==> src/sv/lgpc_pkg.sv <==
// ---------------------------------------------------------------------------
// lgpc_pkg
// Shared types and constants of the linear gradient pixel color pipeline.
// ---------------------------------------------------------------------------
package lgpc_pkg;

  localparam int COEF_W    = 26;   // signed Q1.24 coefficients
  localparam int POS_W     = 17;   // Q1.16 position, 1.0 fits
  localparam int STOP_W    = 49;   // position plus RGBA
  localparam int STOP_REGS = 4;
  localparam int CHANS     = 4;    // red, green, blue, alpha
  localparam int DIV_BITS  = 8;    // quotient bits, result never above 255
  localparam int NUM_W     = 25;   // 255 * gap fits here
  localparam int CFG_IDX_W = 3;
  localparam logic [POS_W-1:0] T_ONE = 17'h10000;

  // configuration register indexes
  typedef enum logic [CFG_IDX_W-1:0] {
    REG_COEF_X   = 3'd0,
    REG_COEF_Y   = 3'd1,
    REG_STOPS    = 3'd2,
    REG_STOP_0   = 3'd3,
    REG_STOP_1   = 3'd4,
    REG_STOP_2   = 3'd5,
    REG_STOP_3   = 3'd6
  } cfg_reg_t;

  typedef logic [CHANS-1:0][7:0]          chan_t;      // [0] is red
  typedef logic [STOP_REGS-1:0][STOP_W-1:0] stop_bank_t;

  // selected stop pair, handed to the interpolation stages
  typedef struct packed {
    logic [POS_W-1:0] gap;
    logic [POS_W-1:0] delta;
    chan_t            col_a;
    chan_t            col_b;
  } sel_t;

  function automatic logic [POS_W-1:0] stop_pos(input logic [STOP_W-1:0] w);
    return w[STOP_W-1:32];
  endfunction

  function automatic chan_t stop_col(input logic [STOP_W-1:0] w);
    chan_t c;
    c[0] = w[31:24];
    c[1] = w[23:16];
    c[2] = w[15:8];
    c[3] = w[7:0];
    return c;
  endfunction

endpackage

==> src/sv/lgpc_coord.sv <==
// ---------------------------------------------------------------------------
// lgpc_coord
// Two stages: coefficient products, then sum and clamp of t to [0, 1] Q1.16.
// ---------------------------------------------------------------------------
module lgpc_coord #(
  parameter int COORD_BITS = 12
) (
  input  logic                         clk,
  input  logic                         rst_n,
  input  logic                         advance,
  input  logic                         in_vld,
  input  logic [COORD_BITS-1:0]        off_x,
  input  logic [COORD_BITS-1:0]        off_y,
  input  logic signed [lgpc_pkg::COEF_W-1:0] coef_x,
  input  logic signed [lgpc_pkg::COEF_W-1:0] coef_y,
  output logic                         t_vld,
  output logic [lgpc_pkg::POS_W-1:0]   t_val
);
  import lgpc_pkg::*;

  localparam int P_W = COORD_BITS + 1 + COEF_W;
  localparam int S_W = P_W + 1;
  localparam int Q_W = S_W - 8;

  logic                  p_vld_r;
  logic signed [P_W-1:0] px_r, py_r;
  logic signed [S_W-1:0] sum;
  logic [Q_W-1:0]        quo;
  logic [POS_W-1:0]      t_nxt;
  logic                  t_vld_r;
  logic [POS_W-1:0]      t_r;

  // stage 1: products
  always_ff @(posedge clk) begin
    if (!rst_n) begin
      p_vld_r <= 1'b0;
    end else if (advance) begin
      p_vld_r <= in_vld;
    end
    if (advance) begin
      px_r <= P_W'($signed({1'b0, off_x}) * coef_x);
      py_r <= P_W'($signed({1'b0, off_y}) * coef_y);
    end
  end

  // stage 2: sum, drop 8 fraction bits, clamp
  always_comb begin
    sum = S_W'(px_r) + S_W'(py_r);
    quo = Q_W'(sum >>> 8);
    if (sum <= 0) begin
      t_nxt = '0;
    end else if (quo > Q_W'(T_ONE)) begin
      t_nxt = T_ONE;
    end else begin
      t_nxt = quo[POS_W-1:0];
    end
  end

  always_ff @(posedge clk) begin
    if (!rst_n) begin
      t_vld_r <= 1'b0;
    end else if (advance) begin
      t_vld_r <= p_vld_r;
    end
    if (advance) begin
      t_r <= t_nxt;
    end
  end

  assign t_vld = t_vld_r;
  assign t_val = t_r;

endmodule

==> config.mk <==
export PLATFORM = sky130hd
export DESIGN_NAME = lgpc_coord
export DESIGN_NICKNAME = d
export VERILOG_FILES = /design/src/sv/lgpc_pkg.sv /design/src/sv/lgpc_coord.sv
export SDC_FILE = /design/constraint.sdc
export NUM_CORES = 2
export LEC_CHECK = 0
export ABC_AREA = 1
export BUFFER_PORTS_ARGS = -buffer_cell sky130_fd_sc_hd__buf_2
export CAP_MARGIN = 10
export CORE_ASPECT_RATIO = 1.75
export CORE_UTILIZATION = 60
export CTS_BUF_LIST = sky130_fd_sc_hd__clkbuf_16
export DETAILED_ROUTE_END_ITERATION = 10
export GPL_TIMING_DRIVEN = 0
export PLACE_DENSITY = 0.74
export SYNTH_ARGS = -nofsm -noshare
export SYNTH_HDL_FRONTEND = slang
export SYNTH_SLANG_ARGS = --single-unit
==> constraint.sdc <==
create_clock -name clk -period 6.5 [get_ports clk]
set_input_delay 0.65 -clock clk [delete_from_list [all_inputs] [get_ports clk]]
set_output_delay 0.65 -clock clk [all_outputs]
set_load 0.005 [all_outputs]
==> flow_summary_export.csv <==
group,metric,value,unit
outcome,status,"complete, no violations",
global_route,grt_max_degree,58,
critical_path,r2r_cells,18,
synthesis,synth_edf_count,95,
die,row_count,106,
critical_path,r2r_end,"t_val[13]",
clocking,clk_pin_slew_worst_paths,0.08,ns
global_route,grtUsageTotal,33.5,%
critical_path,crit_type,"input port to register",
final_layout,final_common_cell,"inv_1",
clocking,cts_setup_buffers,0,
hold_path,hold_start,"p_vld_r",
sta,finalClockSkew,0.00749,ns
place,place.gp.congestion,1.02,
sta,slew_viol_final,0,
synthesis,ys_types,37,
detailed_routing,vias_per_cell,5.16,
sta,worst_pin_slew,0.845,ns
sta,max_freq,0.156,GHz
sta,period_share,98.6,%
final_layout,instances_no_fill,4558,
critical_path,crit_family,"adder cells",
clocking,holdBufCountCts,0,
die,dieArea,49400,sq um
detailed_routing,vias,23500,
final_layout,antenna_cells,0,
synthesis,synth.avg_cell_area,7.50,sq um
clocking,clock_latency,0.37,ns
sta,rsz0062_at_grt,"yes",
sta,slew_headroom,43.7,%
critical_path,reg2reg_from,"px_r[17]",
global_route,gr-total-overflow,0,
synthesis,ys_warn_count,0,
die,start_util,60.9,%
clocking,root_buffer,"clkbuf_16",
place,hpwl,68400,um
synthesis,syn-cell-area,29100,sq um
clocking,cts_sinks,97,
global_route,antenna_found_initial,0,
critical_path,crit_arrival,6.53,ns
hold_path,hp-class,"register to register",
final_layout,layout_common_cells,"inv_1, nand2_1, fa_1, ha_1, nor2_1",
critical_path,required,6.62,ns
place,portBuffers,73,
clocking,clockBufferDepth,2,
place,dpl.cell_count,4542,
synthesis,async_flop_share,0,%
synthesis,seq_area_frac_synth,9.95,%
flow_run,maxCapViolations,0,
detailed_routing,wire_per_inst,17.1,um
critical_path,path_buf_inv,6,
critical_path,crit_slowest_cell,"clkbuf_1",
detailed_routing,drc_errors,0,
detailed_routing,drt_pass1_iterations,5,
synthesis,synth_cells,3874,
critical_path,path_max_fanout,10,
final_layout,fillers,4419,
synthesis,ys.flop_type,"edfxtp_1",
critical_path,reg2reg_slack,2.91,ns
critical_path,start_kind,"input port",
final_layout,synthToLayoutAreaGrowth,5.32,%
global_route,grt_pass1_wl,125000,um
clocking,cts_tree,"done",
synthesis,syn_nets,4724,
final_layout,drive_gt1_share,4.52,%
die,die_x,168,um
detailed_routing,ant_nets,0,
global_route,grt_pass1_vias,25000,
final_layout,design_area,30600,sq um
die,core,47700,sq um
die,dieHeight,293,um
critical_path,cpPeakStageDelay,0.68,ns
final_layout,nets,4809,
sta,hold_viol_final,0,
clocking,cts_inserted_buffers,9,
clocking,cts_max_level,3,
hold_path,whs_endpoint,"t_vld",
detailed_routing,drtIter0Drc,1041,
detailed_routing,routed_wl,77700,um
hold_path,hold_depth,2,
die,pin_count,98,
place,dpl-instance-area,30200,sq um
critical_path,cp-end-kind,"register",
sta,period_needed,6.41,ns
critical_path,crit_path_frequent_cell,"fa_1",
sta,hold_ws,0.500,ns
sta,setup_viol,0,
synthesis,ys_ff_latch,97,
critical_path,cp_cell_sequence,"clkbuf_2 -> clkbuf_1 -> nand2_1 -> fa_1 -> fa_1 -> inv_1 -> fa_1 -> fa_1 -> inv_1 -> fa_1 -> inv_1 -> ha_1 -> nand2_1 -> nor2_1 -> inv_1 -> nor2_1 -> nand4_1 -> o21ai_0 -> nand2_1 -> nand3_1 -> nand3_1 -> nand2_1 -> xnor2_1",
## routing by layer
metal	vias up	global-route usage, %	routed length (um)
li1	11200	-	-
met1	11400	31.9	25100
met2	708	64.8	42500
met3	278	2.79	2810
met4	0	26.9	7360
met5	-	0	0
## cell type report
| class | count | area, sq um | share of cell area, % |
|---|---|---|---|
| clock inverters | 7 | 93.8 | 0.307 |
| repair buffers | 74 | 395 | 1.29 |
| inverters | 1249 | 4690 | 15.3 |
| clock buffers | 9 | 225 | 0.736 |
| well taps | 594 | 743 | 2.43 |
| flip-flops and latches | 97 | 2890 | 9.45 |
| plain buffers | 126 | 556 | 1.82 |
| multi-input cells | 2402 | 21000 | 68.7 |
## cells by family after synthesis
kind of cell	share of synthesized area, %
buf+inv	17.8
flops	9.95
fa+ha+maj	47.5
simple gates	18.3
compound gates	3.91
xor+xnor	2.50
## cells in the mapped netlist (9+ instances only)
library cell | number | area, sq um
edfxtp_1 | 95 | 2850
xnor2_1 | 28 | 245
a21o_1 | 9 | 67.6
nand2_1 | 1077 | 4040
nand3_1 | 52 | 260
a31oi_1 | 25 | 156
o21ai_0 | 37 | 185
nor2_1 | 154 | 578
nor2_2 | 21 | 131
xor2_1 | 55 | 482
inv_1 | 1245 | 4670
nand4_1 | 15 | 93.8
a21boi_0 | 9 | 67.6
fa_1 | 557 | 11200
clkbuf_1 | 125 | 469
ha_1 | 213 | 2670
a21oi_1 | 96 | 480
## what timing repair did
item / in CTS / in global routing
endpoints found under the hold margin: 0 / 0
setup endpoints to repair: 23 / 12
pin swaps: 0 / 1
gates resized for setup: 42 / 40
## how the worst max path moves through the flow
stage	start	to	slack (ns)	depth (start not counted)
6_report	off_x[6]	px_r[38]	0.09	23
5_1_grt	coef_y[25]	py_r[38]	-0.08	23
4_1_cts	off_y[0]	py_r[28]	0.0003	22
3_5_place_dp	off_x[3]	px_r[37]	-1.07	19
3_3_place_gp	off_x[3]	px_r[37]	-1.08	19
2_1_floorplan	off_x[4]	px_r[35]	0.64	23
## stage by stage
stage / TNS, ns / worst slack, ns / util, %
detailed placement: -18.16 / -1.07 / 63.2
global route: -0.0788 / -0.0788 / 64.1
global placement: -16.59 / -1.08 / 63.2
floorplan: 0 / 0.639 / -
CTS: 0 / 0.000262 / 64.0
finish: 0 / 0.0920 / 64.1
## state kept, by name (all words and copies together) (netlist names)
name / cells
p_vld_r: 1
px_r: 39
t_vld: 1
py_r: 39
t_val: 17
## worst register-to-register path, delay by kind of cell, from the launching register on
family | cells | cell delay, ns
and+or+nand+nor | 15 | 2.33
DFF | 1 | 0.40
adders and majority gates | 1 | 0.38
buffers and inverters | 2 | 0.31
Power is left out: the tool's default activity adds up to more than one toggle a clock period on the data nets, which glitch-free logic cannot reach.
