**src/sv/lgpc_pkg.sv**
```systemverilog
// ---------------------------------------------------------------------------
// lgpc_pkg
// Shared types and constants of the linear gradient pixel color pipeline.
// ---------------------------------------------------------------------------
package lgpc_pkg;

  localparam int COEF_W    = 26;   // signed Q1.24 coefficients
  localparam int POS_W     = 17;   // Q1.16 position, 1.0 fits
  localparam int STOP_W    = 49;   // position plus RGBA
  localparam int STOP_REGS = 4;
  localparam int CHANS     = 4;    // red, green, blue, alpha
  localparam int DIV_BITS  = 8;    // quotient bits, result never above 255
  localparam int NUM_W     = 25;   // 255 * gap fits here
  localparam int CFG_IDX_W = 3;
  localparam logic [POS_W-1:0] T_ONE = 17'h10000;

  // configuration register indexes
  typedef enum logic [CFG_IDX_W-1:0] {
    REG_COEF_X   = 3'd0,
    REG_COEF_Y   = 3'd1,
    REG_STOPS    = 3'd2,
    REG_STOP_0   = 3'd3,
    REG_STOP_1   = 3'd4,
    REG_STOP_2   = 3'd5,
    REG_STOP_3   = 3'd6
  } cfg_reg_t;

  typedef logic [CHANS-1:0][7:0]          chan_t;      // [0] is red
  typedef logic [STOP_REGS-1:0][STOP_W-1:0] stop_bank_t;

  // selected stop pair, handed to the interpolation stages
  typedef struct packed {
    logic [POS_W-1:0] gap;
    logic [POS_W-1:0] delta;
    chan_t            col_a;
    chan_t            col_b;
  } sel_t;

  function automatic logic [POS_W-1:0] stop_pos(input logic [STOP_W-1:0] w);
    return w[STOP_W-1:32];
  endfunction

  function automatic chan_t stop_col(input logic [STOP_W-1:0] w);
    chan_t c;
    c[0] = w[31:24];
    c[1] = w[23:16];
    c[2] = w[15:8];
    c[3] = w[7:0];
    return c;
  endfunction

endpackage

```
**src/sv/lgpc_stop_sel.sv**
```systemverilog
// ---------------------------------------------------------------------------
// lgpc_stop_sel
// Three stages: stop pair search, channel products, numerator sum.
// ---------------------------------------------------------------------------
module lgpc_stop_sel #(
  parameter int MAX_STOPS = 4
) (
  input  logic                         clk,
  input  logic                         rst_n,
  input  logic                         advance,
  input  logic                         t_vld,
  input  logic [lgpc_pkg::POS_W-1:0]   t_val,
  input  logic [2:0]                   stops_in_use,
  input  lgpc_pkg::stop_bank_t         stops,
  output logic                         num_vld,
  output logic [lgpc_pkg::CHANS-1:0][lgpc_pkg::NUM_W-1:0] num,
  output logic [lgpc_pkg::POS_W-1:0]   divisor,
  output lgpc_pkg::sel_t               sel_dbg
);
  import lgpc_pkg::*;

  localparam int LIM   = (MAX_STOPS < STOP_REGS) ? MAX_STOPS : STOP_REGS;
  localparam int PAIRS = LIM - 1;

  logic [3:0] n_eff;
  sel_t       sel_nxt;
  logic       sel_vld_r;
  sel_t       sel_r;
  logic       prd_vld_r;
  logic [CHANS-1:0][NUM_W-1:0] pa_r, pb_r;
  logic [POS_W-1:0]            pgap_r;
  chan_t                       pcol_r;
  logic       num_vld_r;
  logic [CHANS-1:0][NUM_W-1:0] num_r;
  logic [POS_W-1:0]            div_r;

  // effective stop count
  always_comb begin
    n_eff = {1'b0, stops_in_use};
    if (n_eff < 4'd2) begin
      n_eff = 4'd2;
    end else if (n_eff > 4'(LIM)) begin
      n_eff = 4'(LIM);
    end
  end

  // first matching pair wins; default is stop 0 with zero gap
  always_comb begin
    logic [POS_W-1:0] p0, p1;
    sel_nxt.gap   = '0;
    sel_nxt.delta = '0;
    sel_nxt.col_a = stop_col(stops[0]);
    sel_nxt.col_b = stop_col(stops[0]);
    for (int i = PAIRS - 1; i >= 0; i--) begin
      p0 = stop_pos(stops[i]);
      p1 = stop_pos(stops[i+1]);
      if ((4'(i + 1) < n_eff) && (t_val >= p0) && (t_val <= p1)) begin
        sel_nxt.gap   = p1 - p0;
        sel_nxt.delta = t_val - p0;
        sel_nxt.col_a = stop_col(stops[i]);
        sel_nxt.col_b = stop_col(stops[i+1]);
      end
    end
  end

  // stage 3: pair
  always_ff @(posedge clk) begin
    if (!rst_n) begin
      sel_vld_r <= 1'b0;
    end else if (advance) begin
      sel_vld_r <= t_vld;
    end
    if (advance) begin
      sel_r <= sel_nxt;
    end
  end

  // stage 4: weight products
  always_ff @(posedge clk) begin
    if (!rst_n) begin
      prd_vld_r <= 1'b0;
    end else if (advance) begin
      prd_vld_r <= sel_vld_r;
    end
    if (advance) begin
      for (int c = 0; c < CHANS; c++) begin
        pa_r[c] <= NUM_W'(sel_r.col_a[c] * (sel_r.gap - sel_r.delta));
        pb_r[c] <= NUM_W'(sel_r.col_b[c] * sel_r.delta);
      end
      pgap_r <= sel_r.gap;
      pcol_r <= sel_r.col_a;
    end
  end

  // stage 5: numerator; a zero gap passes the lower color through as n / 1
  always_ff @(posedge clk) begin
    if (!rst_n) begin
      num_vld_r <= 1'b0;
    end else if (advance) begin
      num_vld_r <= prd_vld_r;
    end
    if (advance) begin
      for (int c = 0; c < CHANS; c++) begin
        num_r[c] <= (pgap_r == '0) ? NUM_W'(pcol_r[c]) : pa_r[c] + pb_r[c];
      end
      div_r <= (pgap_r == '0) ? POS_W'(1) : pgap_r;
    end
  end

  assign num_vld = num_vld_r;
  assign num     = num_r;
  assign divisor = div_r;
  assign sel_dbg = sel_r;

endmodule

```
**config.mk**
```make
export PLATFORM = sky130hd
export DESIGN_NAME = lgpc_stop_sel
export DESIGN_NICKNAME = d
export VERILOG_FILES = /design/src/sv/lgpc_pkg.sv /design/src/sv/lgpc_stop_sel.sv
export SDC_FILE = /design/constraint.sdc
export NUM_CORES = 2
export LEC_CHECK = 0
export BUFFER_PORTS_ARGS = -buffer_cell sky130_fd_sc_hd__buf_2
export CAP_MARGIN = 10
export CELL_PAD_IN_SITES_DETAIL_PLACEMENT = 0
export CELL_PAD_IN_SITES_GLOBAL_PLACEMENT = 1
export CORE_MARGIN = 2
export CORE_UTILIZATION = 53
export CTS_BUF_LIST = sky130_fd_sc_hd__clkbuf_8 sky130_fd_sc_hd__clkbuf_16
export DETAILED_ROUTE_END_ITERATION = 8
export PLACE_DENSITY = 0.95
export SYNTH_ARGS = -nofsm -noshare
export SYNTH_HDL_FRONTEND = slang
export SYNTH_SLANG_ARGS = --single-unit
```
**constraint.sdc**
```tcl
create_clock -name clk -period 10.94 [get_ports clk]
set_input_delay 2.188 -clock clk [delete_from_list [all_inputs] [get_ports clk]]
set_output_delay 2.188 -clock clk [all_outputs]
set_load 0.01 [all_outputs]
```
==> reports/metrics.yaml <==
hpwl_um: 148000
finalNonFillerCells: 8700
postCtsHoldBufs: 0
antenna_found_initial: 20
rows: 127
cp_data_required_time_ns: 11.31
cts_made_buffers: 55
cpMaxStageDelayCell: "o21a_1"
dpl.cell_count: 8590
cts-resized-gates: 0
criticalPathCategory: "flip-flop to flip-flop"
synth_warnings: 0
synth_top_flop_cell: "edfxtp_1"
clock.fmax_ghz: 0.115
tightestPinTransition_ns: 1.18
via_per_inst: 5.89
grt_use_total_pct: 32.1
status: "finished, final reports clean"
drt-initial-drc-count: 3895
crit_arrival_ns: 9.07
start_util_pct: 53.3
syn2layout_area_growth_pct: 8.92
clock_skew_ns: 0.0819
gp_congestion: 0.948
dpl_worst_slack_ns: 2.47
io_buffers: 435
fin_ws_ns: 2.24
critPathBufInv: 6
hold_depth: 0
routedWlPerCell_um: 22.6
syn_area_mm2: 0.0638
critPathTopFamily: "compound AO/OA/AOI/OAI gates"
num_vias: 51200
coreArea_mm2: 0.120
drive_gt1_share_pct: 10.2
cp.depth: 26
critPathMaxFanout: 34
tns_ns: 0
cts_root_buf: "clkbuf_16"
ys_ff_latch: 467
synth.top_cell.area_share_pct: 25.5
startpoint_type: "flip-flop"
die_w_um: 351
synth.distinct_cells: 87
grt-ovfl-total: 0
clk_latency_ns: 0.70
synth_top_cells_by_area: "fa_1 (26%), edfxtp_1 (22%), ha_1 (11%)"
fp.dieH_um: 351
layout_min_cycle_time_ns: 8.70
dr.pass1.iters: 5
syn-instance-count: 6774
ios: 436
reg2regPathDepth: 26
dpl_cell_area_mm2: 0.0676
post-cts-setup-buffers: 0
drv_cap: 0
cts.sinks: 467
synth_area_leader_cell: "fa_1"
remaining_drc_errors: 0
grt_pass1_vias: 52400
cpPeakStageDelay_ns: 0.83
finalSetupViolations: 0
syn-num-nets: 8364
nets: 8625
synthArstFlopShare_pct: 0
post-route-cell-area_mm2: 0.0695
synth_area_per_cell_um2: 9.42
dieArea_mm2: 0.123
hold_viol_final: 0
rsz0062_at_grt: "false"
h-tree-depth: 2
grt_pass1_wl_um: 301000
grt_max_degree: 181
fin_crit_sh_pct: 79.5
cts_tree: "yes"
finalWirelength_um: 197000
antenna_left: 0
cts.path.max_buffers: 3
synth_edf_count: 464
ys_seq_area_share_pct: 21.9
hold_path_class: "flip-flop to flip-flop"
maxSlewHeadroom_pct: 21.6
end_kind: "flip-flop"
clk_pin_slew_ns: 0.06
report.final.slew_viol_count: 0
kinds of logic (layout without fill, tap and decap cells):
kind of cell             after synthesis  count (layout)  share of synthesized area [%]
AO/OA/AOI/OAI                       1066            1066                           10.9
other                                  0               8                              0
AND/OR/NAND/NOR                     2188            2188                           17.4
buffers and inverters               1284            1590                           7.67
XOR/XNOR                             322             322                           4.42
adder cells (fa/ha/maj)             1370            1370                           36.4
multiplexers                          77              77                           1.27
flip-flops                           467             467                           21.9
cell usage after synthesis, drive strengths merged, types with 83 or more instances:
cell type and n:
nand3 154, nor2b 137, nor2 275, fa 813, and2 608, a21o 83
clkbuf 280, xor2 93, inv 959, ha 557, edfxtp 464, nor3 89
nand2 671, xnor2 229, a21oi 274, o21ai 231
stage by stage:
stage / hold slack, ns / utilization (%)
floorplan: 0.482 / -
CTS: 0.440 / 58.1
detailed placement: 0.426 / 56.5
global placement: 0.421 / 56.5
finish: 0.440 / 58.1
global route: 0.467 / 58.1
flip-flops by register name (all words and copies together) (netlist names):
register / cells
prd_vld_r: 1
num: 100
sel_dbg: 98
pcol_r: 32
divisor: 17
pgap_r: 17
sel_vld_r: 1
num_vld: 1
pa_r: 100
pb_r: 100
routing by layer:
layer	vias up	routed length [um]	GRT usage [%]
li1	22900	-	-
met4	10	12200	17.0
met2	2515	92500	53.2
met1	25300	74500	39.5
met3	556	17600	6.69
met5	-	95	0
cell type report:
cell class / count / area [um^2]
Fill cell: 10200 / 50100
Multi-Input combinational cell: 5023 / 45100
Sequential cell: 467 / 14000
Inverter: 959 / 3600
Timing Repair Buffer: 529 / 2930
Tap cell: 1612 / 2020
Clock buffer: 55 / 1380
Clock inverter: 47 / 502
Antenna cell: 8 / 20.0
final timing paths:
| kind | from | slack (ns) | to |
|---|---|---|---|
| worst max-delay path | sel_dbg[67] | 2.24 | pa_r[24] |
| worst min-delay path | pgap_r[14] | 0.44 | divisor[14] |
| worst max register to register | sel_dbg[67] | 2.24 | pa_r[24] |
| worst min register to register | pgap_r[14] | 0.44 | divisor[14] |
layout by cell type, fill, tap and decap left out, types with 40 or more instances in the layout:
cell type,netlist,layout
nand2b_1,49,49
mux2i_1,44,44
nor2_1,275,273
a21o_1,83,83
clkbuf_16,0,55
nor2b_1,137,137
a21oi_1,274,272
nor3_1,89,88
xor2_1,93,92
a31oi_1,40,40
and3_1,61,61
fa_1,813,813
nand3_1,154,154
inv_1,959,963
edfxtp_1,464,464
o21ai_0,195,195
nand2_1,670,669
ha_1,557,555
xnor2_1,229,219
buf_2,23,434
o21a_1,82,81
and2_1,608,607
buf_4,6,91
Power is left out: the tool's default activity adds up to more than one toggle a clock period on the data nets, which glitch-free logic cannot reach.
