## config.mk

```make
export PLATFORM = sky130hd
export DESIGN_NAME = lgpc_div
export DESIGN_NICKNAME = d
export VERILOG_FILES = /design/src/sv/lgpc_pkg.sv /design/src/sv/lgpc_div.sv
export SDC_FILE = /design/constraint.sdc
export NUM_CORES = 2
export LEC_CHECK = 0
export BUFFER_PORTS_ARGS = -buffer_cell sky130_fd_sc_hd__buf_2
export CORE_ASPECT_RATIO = 1.4
export CORE_MARGIN = 2
export CORE_UTILIZATION = 25
export CTS_CLUSTER_SIZE = 12
export DETAILED_ROUTE_END_ITERATION = 8
export PLACE_DENSITY = 0.5
export RECOVER_POWER = 50
export SYNTH_ARGS = -nofsm -noshare
export SYNTH_HDL_FRONTEND = slang
export SYNTH_SLANG_ARGS = --single-unit
export TNS_END_PERCENT = 100
```

## constraint.sdc

```tcl
create_clock -name clk -period 3.7 [get_ports clk]
set_input_delay 0.74 -clock clk [delete_from_list [all_inputs] [get_ports clk]]
set_output_delay 0.74 -clock clk [all_outputs]
set_load 0.03 [all_outputs]
```

## src/sv/lgpc_pkg.sv

```systemverilog
// ---------------------------------------------------------------------------
// lgpc_pkg
// Shared types and constants of the linear gradient pixel color pipeline.
// ---------------------------------------------------------------------------
package lgpc_pkg;

  localparam int COEF_W    = 26;   // signed Q1.24 coefficients
  localparam int POS_W     = 17;   // Q1.16 position, 1.0 fits
  localparam int STOP_W    = 49;   // position plus RGBA
  localparam int STOP_REGS = 4;
  localparam int CHANS     = 4;    // red, green, blue, alpha
  localparam int DIV_BITS  = 8;    // quotient bits, result never above 255
  localparam int NUM_W     = 25;   // 255 * gap fits here
  localparam int CFG_IDX_W = 3;
  localparam logic [POS_W-1:0] T_ONE = 17'h10000;

  // configuration register indexes
  typedef enum logic [CFG_IDX_W-1:0] {
    REG_COEF_X   = 3'd0,
    REG_COEF_Y   = 3'd1,
    REG_STOPS    = 3'd2,
    REG_STOP_0   = 3'd3,
    REG_STOP_1   = 3'd4,
    REG_STOP_2   = 3'd5,
    REG_STOP_3   = 3'd6
  } cfg_reg_t;

  typedef logic [CHANS-1:0][7:0]          chan_t;      // [0] is red
  typedef logic [STOP_REGS-1:0][STOP_W-1:0] stop_bank_t;

  // selected stop pair, handed to the interpolation stages
  typedef struct packed {
    logic [POS_W-1:0] gap;
    logic [POS_W-1:0] delta;
    chan_t            col_a;
    chan_t            col_b;
  } sel_t;

  function automatic logic [POS_W-1:0] stop_pos(input logic [STOP_W-1:0] w);
    return w[STOP_W-1:32];
  endfunction

  function automatic chan_t stop_col(input logic [STOP_W-1:0] w);
    chan_t c;
    c[0] = w[31:24];
    c[1] = w[23:16];
    c[2] = w[15:8];
    c[3] = w[7:0];
    return c;
  endfunction

endpackage

```

## src/sv/lgpc_div.sv

```systemverilog
// ---------------------------------------------------------------------------
// lgpc_div
// Restoring divider, one quotient bit per stage, four channels side by side.
// ---------------------------------------------------------------------------
module lgpc_div (
  input  logic                         clk,
  input  logic                         rst_n,
  input  logic                         advance,
  input  logic                         num_vld,
  input  logic [lgpc_pkg::CHANS-1:0][lgpc_pkg::NUM_W-1:0] num,
  input  logic [lgpc_pkg::POS_W-1:0]   divisor,
  output logic                         quo_vld,
  output lgpc_pkg::chan_t              quo
);
  import lgpc_pkg::*;

  logic                         v_s [DIV_BITS+1];
  logic [CHANS-1:0][NUM_W-1:0]  r_s [DIV_BITS+1];
  chan_t                        q_s [DIV_BITS+1];
  logic [POS_W-1:0]             g_s [DIV_BITS+1];

  logic                         v_r [DIV_BITS];
  logic [CHANS-1:0][NUM_W-1:0]  r_r [DIV_BITS];
  chan_t                        q_r [DIV_BITS];
  logic [POS_W-1:0]             g_r [DIV_BITS];

  assign v_s[0] = num_vld;
  assign r_s[0] = num;
  assign q_s[0] = '0;
  assign g_s[0] = divisor;

  for (genvar j = 0; j < DIV_BITS; j++) begin : g_stage
    localparam int K = DIV_BITS - 1 - j;
    logic [NUM_W-1:0]            gs;
    logic [CHANS-1:0][NUM_W-1:0] r_nxt;
    chan_t                       q_nxt;

    // try subtracting the shifted divisor
    always_comb begin
      gs    = NUM_W'(g_s[j]) << K;
      r_nxt = r_s[j];
      q_nxt = q_s[j];
      for (int c = 0; c < CHANS; c++) begin
        if (r_s[j][c] >= gs) begin
          r_nxt[c]    = r_s[j][c] - gs;
          q_nxt[c][K] = 1'b1;
        end
      end
    end

    always_ff @(posedge clk) begin
      if (!rst_n) begin
        v_r[j] <= 1'b0;
      end else if (advance) begin
        v_r[j] <= v_s[j];
      end
      if (advance) begin
        r_r[j] <= r_nxt;
        q_r[j] <= q_nxt;
        g_r[j] <= g_s[j];
      end
    end

    assign v_s[j+1] = v_r[j];
    assign r_s[j+1] = r_r[j];
    assign q_s[j+1] = q_r[j];
    assign g_s[j+1] = g_r[j];
  end

  assign quo_vld = v_s[DIV_BITS];
  assign quo     = q_s[DIV_BITS];

`ifndef NO_ASSERTIONS
  // divisor entering a valid slot is never zero
  a_div_nonzero: assert property (@(posedge clk) disable iff (!rst_n)
    num_vld |-> divisor != '0)
    else $error("zero divisor entered the divider");

  // final remainder is below the divisor
  a_rem_small: assert property (@(posedge clk) disable iff (!rst_n)
    quo_vld |-> (r_s[DIV_BITS][0] < NUM_W'(g_s[DIV_BITS])) &&
                (r_s[DIV_BITS][1] < NUM_W'(g_s[DIV_BITS])) &&
                (r_s[DIV_BITS][2] < NUM_W'(g_s[DIV_BITS])) &&
                (r_s[DIV_BITS][3] < NUM_W'(g_s[DIV_BITS])))
    else $error("divider remainder not reduced");

  // a stall freezes the last stage
  a_stall_hold: assert property (@(posedge clk) disable iff (!rst_n)
    !advance |=> $stable(quo) && $stable(quo_vld))
    else $error("divider output moved during stall");
`endif

endmodule

```

==> Flow_metrics.wiki <==
{| class="wikitable"
! Metric !! Value
|-
| Result of the run || complete, but fails checks
|-
| Violations in the final reports || capacitance limit, slew limit
|-
| Ys flop type || edfxtp_1
|-
| Met3 Use GR || 1.439%
|-
| Leakage || around 28 nW
|-
| Pin count of the biggest net entering global routing || 66
|-
| Clk Latency, worst-skew pair || 0.73 ns
|-
| Worst hold endpoint || g_r[0][12]
|-
| Detailed-routing iteration count for the pre-antenna-repair pass || 6
|-
| Worst setup path startpoint || g_r[5][1]
|-
| Cell count after placement || 9314
|-
| Endpoints failing hold || 0
|-
| Height of the die || 594.7 um
|-
| Final global-route overflow total || 0
|-
| Detailed-route wire length || about 190000 um
|-
| Total global-route track usage || 14.96%
|-
| Final design utilization || 29.05%
|-
| Crit path max fanout || 19
|-
| Ratio of routed vias to standard cells || 4.779
|-
| Dpl cell area || 69020 sq um
|-
| CTS Buffer Depth || 3
|-
| Combined buffer and inverter count along the critical path || 1
|-
| Transition time at the pin with the least slew margin || between 2 and 2.5 ns
|-
| Worst r2r path cells || 9
|-
| Layer carrying the most global-route usage || met2
|-
| Cell area after synthesis || 62300 sq um
|-
| Number of antenna violations at the first check in global routing || 18
|-
| Required arrival time at the worst endpoint || ~4.2 ns
|-
| Worst endpoint data arrival time || between 3 and 4 ns
|-
| Crit end category || flip-flop
|-
| Number of rows in the core area || ~220
|-
| Setup repair after global routing missed its margin || false
|-
| Count of warnings emitted by yosys || 0
|-
| Finished layout cell area || ~72000 sq um
|-
| Weighted congestion at the end of routability-driven global placement || 0.9068
|-
| Post-route DRC || 0
|-
| Ranking of synthesized cells by instance count || edfxtp_1, ha_1, nor2_1, a21oi_1, nand2_1
|-
| Floorplan die area || 253300 sq um
|-
| Worst Hold Class || primary input to flip-flop
|-
| Starting density of the core || 25.17%
|-
| Synthesis-stage register bit count || 971
|-
| Clock tree from TritonCTS || done
|-
| Count of mapped cells out of synthesis || 5741
|-
| Count of cells along the worst hold path || 1
|-
| Wirelength per Cell || 20.36 um
|-
| Met1 routing resource usage after global routing || between 15 and 20%
|-
| Via count || ~45000
|-
| Worst-path cell chain || inv_1 > fa_1 > a211o_1 > a21oi_1 > o31a_1 > a211o_1 > o31ai_4 > a31o_2 > mux2_2
|-
| Hold buffer count at cts || 0
|-
| Synth cell types || 111
|-
| Remaining number of nets flagged by the antenna check after routing || 0
|-
| H-Tree Depth || 3
|-
| Sequential fraction of the synthesis area || 46.78%
|-
| Number of nets in the synthesized netlist || between 6000 and 7000
|-
| Number of standard cells in the final layout excluding fillers || 9495
|-
| Async SR Flop Fraction || 0%
|-
| Synthesized area per cell || 10.85 sq um
|-
| Time the final worst path needs with I/O delays and setup || roughly 3.5 ns
|-
| Num CTS Buffers || around 110
|-
| X dimension of the die || 425.9 um
|-
| NumNets Final || 6844
|-
| Kind of critical path || flip-flop to flip-flop
|-
| Worst clock skew || 0.04253 ns
|-
| Slack of the worst reg-to-reg path || 0.22 ns
|-
| Vias in the first global route || 46199
|-
| Hold Startpoint || divisor[12]
|-
| Area Growth Syn to Fin || 15.42%
|-
| Period Utilization, post-route || 94.15%
|-
| Number of enable-type register cells in the synthesized netlist || slightly below 1000
|-
| Critical R2R Capture || r_r[6][6]
|-
| Most frequent cell after synthesis || edfxtp_1
|-
| Final number of setup-violating endpoints || 0
|-
| Maximum capacitance violations || 1
|-
| CTS clk-pin slew, worst paths || 0.07 ns
|-
| Kind of cell adding the most delay to the critical path || compound AO/OA/AOI/OAI gates
|-
| # fillers || 25820
|-
| Fraction of final layout cells with drive strength greater than 1 || 11.79%
|-
| Cell repeated most along the worst path || a211o_1
|-
| Yosys top cell area share || 46.75%
|-
| Worst hold slack || 0.2144 ns
|-
| PostCTS Resize Cnt || 0
|-
| Global-route wire length before repair || around 290000 um
|-
| Ranking of synthesized cells by area || edfxtp_1, ha_1, xnor2_1
|-
| # clock sinks || 971
|-
| Startpoint types || flip-flop
|-
| Slowest cell on crit path || a31o_2
|-
| Setup TNS after final layout || 0 ns
|-
| Number of max-slew violations in the final report || 61
|-
| Met2 track demand over resource || around 28%
|-
| Slowest stage delay, CP || between 0.5 and 0.6 ns
|-
| Dpl hpwl || approximately 160000 um
|-
| Start of the worst register-to-register path || g_r[5][1]
|-
| Achievable frequency || 287.1 MHz
|-
| Initial DRC Count || between 2000 and 3000
|-
| Area leader, netlist || edfxtp_1
|-
| CTS root buffer || clkbuf_16
|-
| Headroom to the max-slew limit || -33.35%
|-
| Power per unit of standard cell area || between 700 and 800 nW/um^2
|-
| Total core area || 247600 sq um
|-
| Post-CTS setup buffers || 0
|-
| Peak supply drop || about 380 uV
|-
| Number of placed I/O pins || 154
|-
| Count of port buffers added during placement || 153
|}
-- layout make-up --
cell class | count | area [sq um] | share of cell area [%]
Clock buffer | 121 | 2730 | 3.797
Timing Repair Buffer | 419 | 2870 | 3.991
Sequential cell | 971 | 29150 | 40.53
Clock inverter | 58 | 460.4 | 0.6403
Inverter | 320 | 1201 | 1.670
Antenna cell | 2 | 5.005 | 0.006960
Multi-Input combinational cell | 4334 | 31400 | 43.67
Tap cell | 3270 | 4091 | 5.690
-- metrics by stage --
stage	power, mW	setup slack [ns]
after floorplan	34.02	0.3372
after global placement	40.42	0.08304
after detailed placement	40.55	0.09281
after CTS	50.98	0.1980
after global routing	54.28	0.02969
final	50.54	0.2165
-- state kept, by name, summed over array words and instances (netlist names) --
signal  cells
g_r       119
q_r       144
r_r       700
v_r         8
-- layer usage --
layer / part of all wire, % / vias to the layer above / routed length (um)
li1: - / 22542 / -
met1: 39 / 21470 / 75080
met2: 52 / 930 / 99610
met3: 2.6 / 430 / 5119
met4: 7.0 / 2 / 13480
met5: 0.0036 / - / 7
-- worst max-delay path by stage --
stage	to	slack, ns	cells after the start
6_report	r_r[6][6]	0.22	9
5_1_grt	r_r[6][98]	0.03	11
4_1_cts	r_r[6][9]	0.20	10
3_5_place_dp	r_r[0][95]	0.09	13
3_3_place_gp	r_r[0][94]	0.08	13
2_1_floorplan	r_r[0][72]	0.34	13
-- where the power goes --
group / internal [mW] / switching, mW
Clock: 5.59 / 4.49
Combinational: 9.64 / 12.2
Sequential: 16.5 / 2.13
Total: 31.7 / 18.8
-- cells in the final DEF, fill, tap and decap left out, types with 147 or more instances in the layout --
master    count
xnor2_1     252
edfxtp_1    970
nor2_1      446
mux2_2      147
buf_4       192
a21o_1      185
a21oi_1     437
ha_1        544
xor2_1      180
o21ai_0     328
inv_1       316
nand2_1     377
-- logic make-up after synthesis --
kind of cell	share of synthesized area, %
buf+inv	2.888
flops	46.78
xor+xnor	6.073
mux	3.470
fa+ha+maj	11.82
compound gates	16.23
simple gates	12.73
Note: power is estimated with default switching activity, not from simulation.
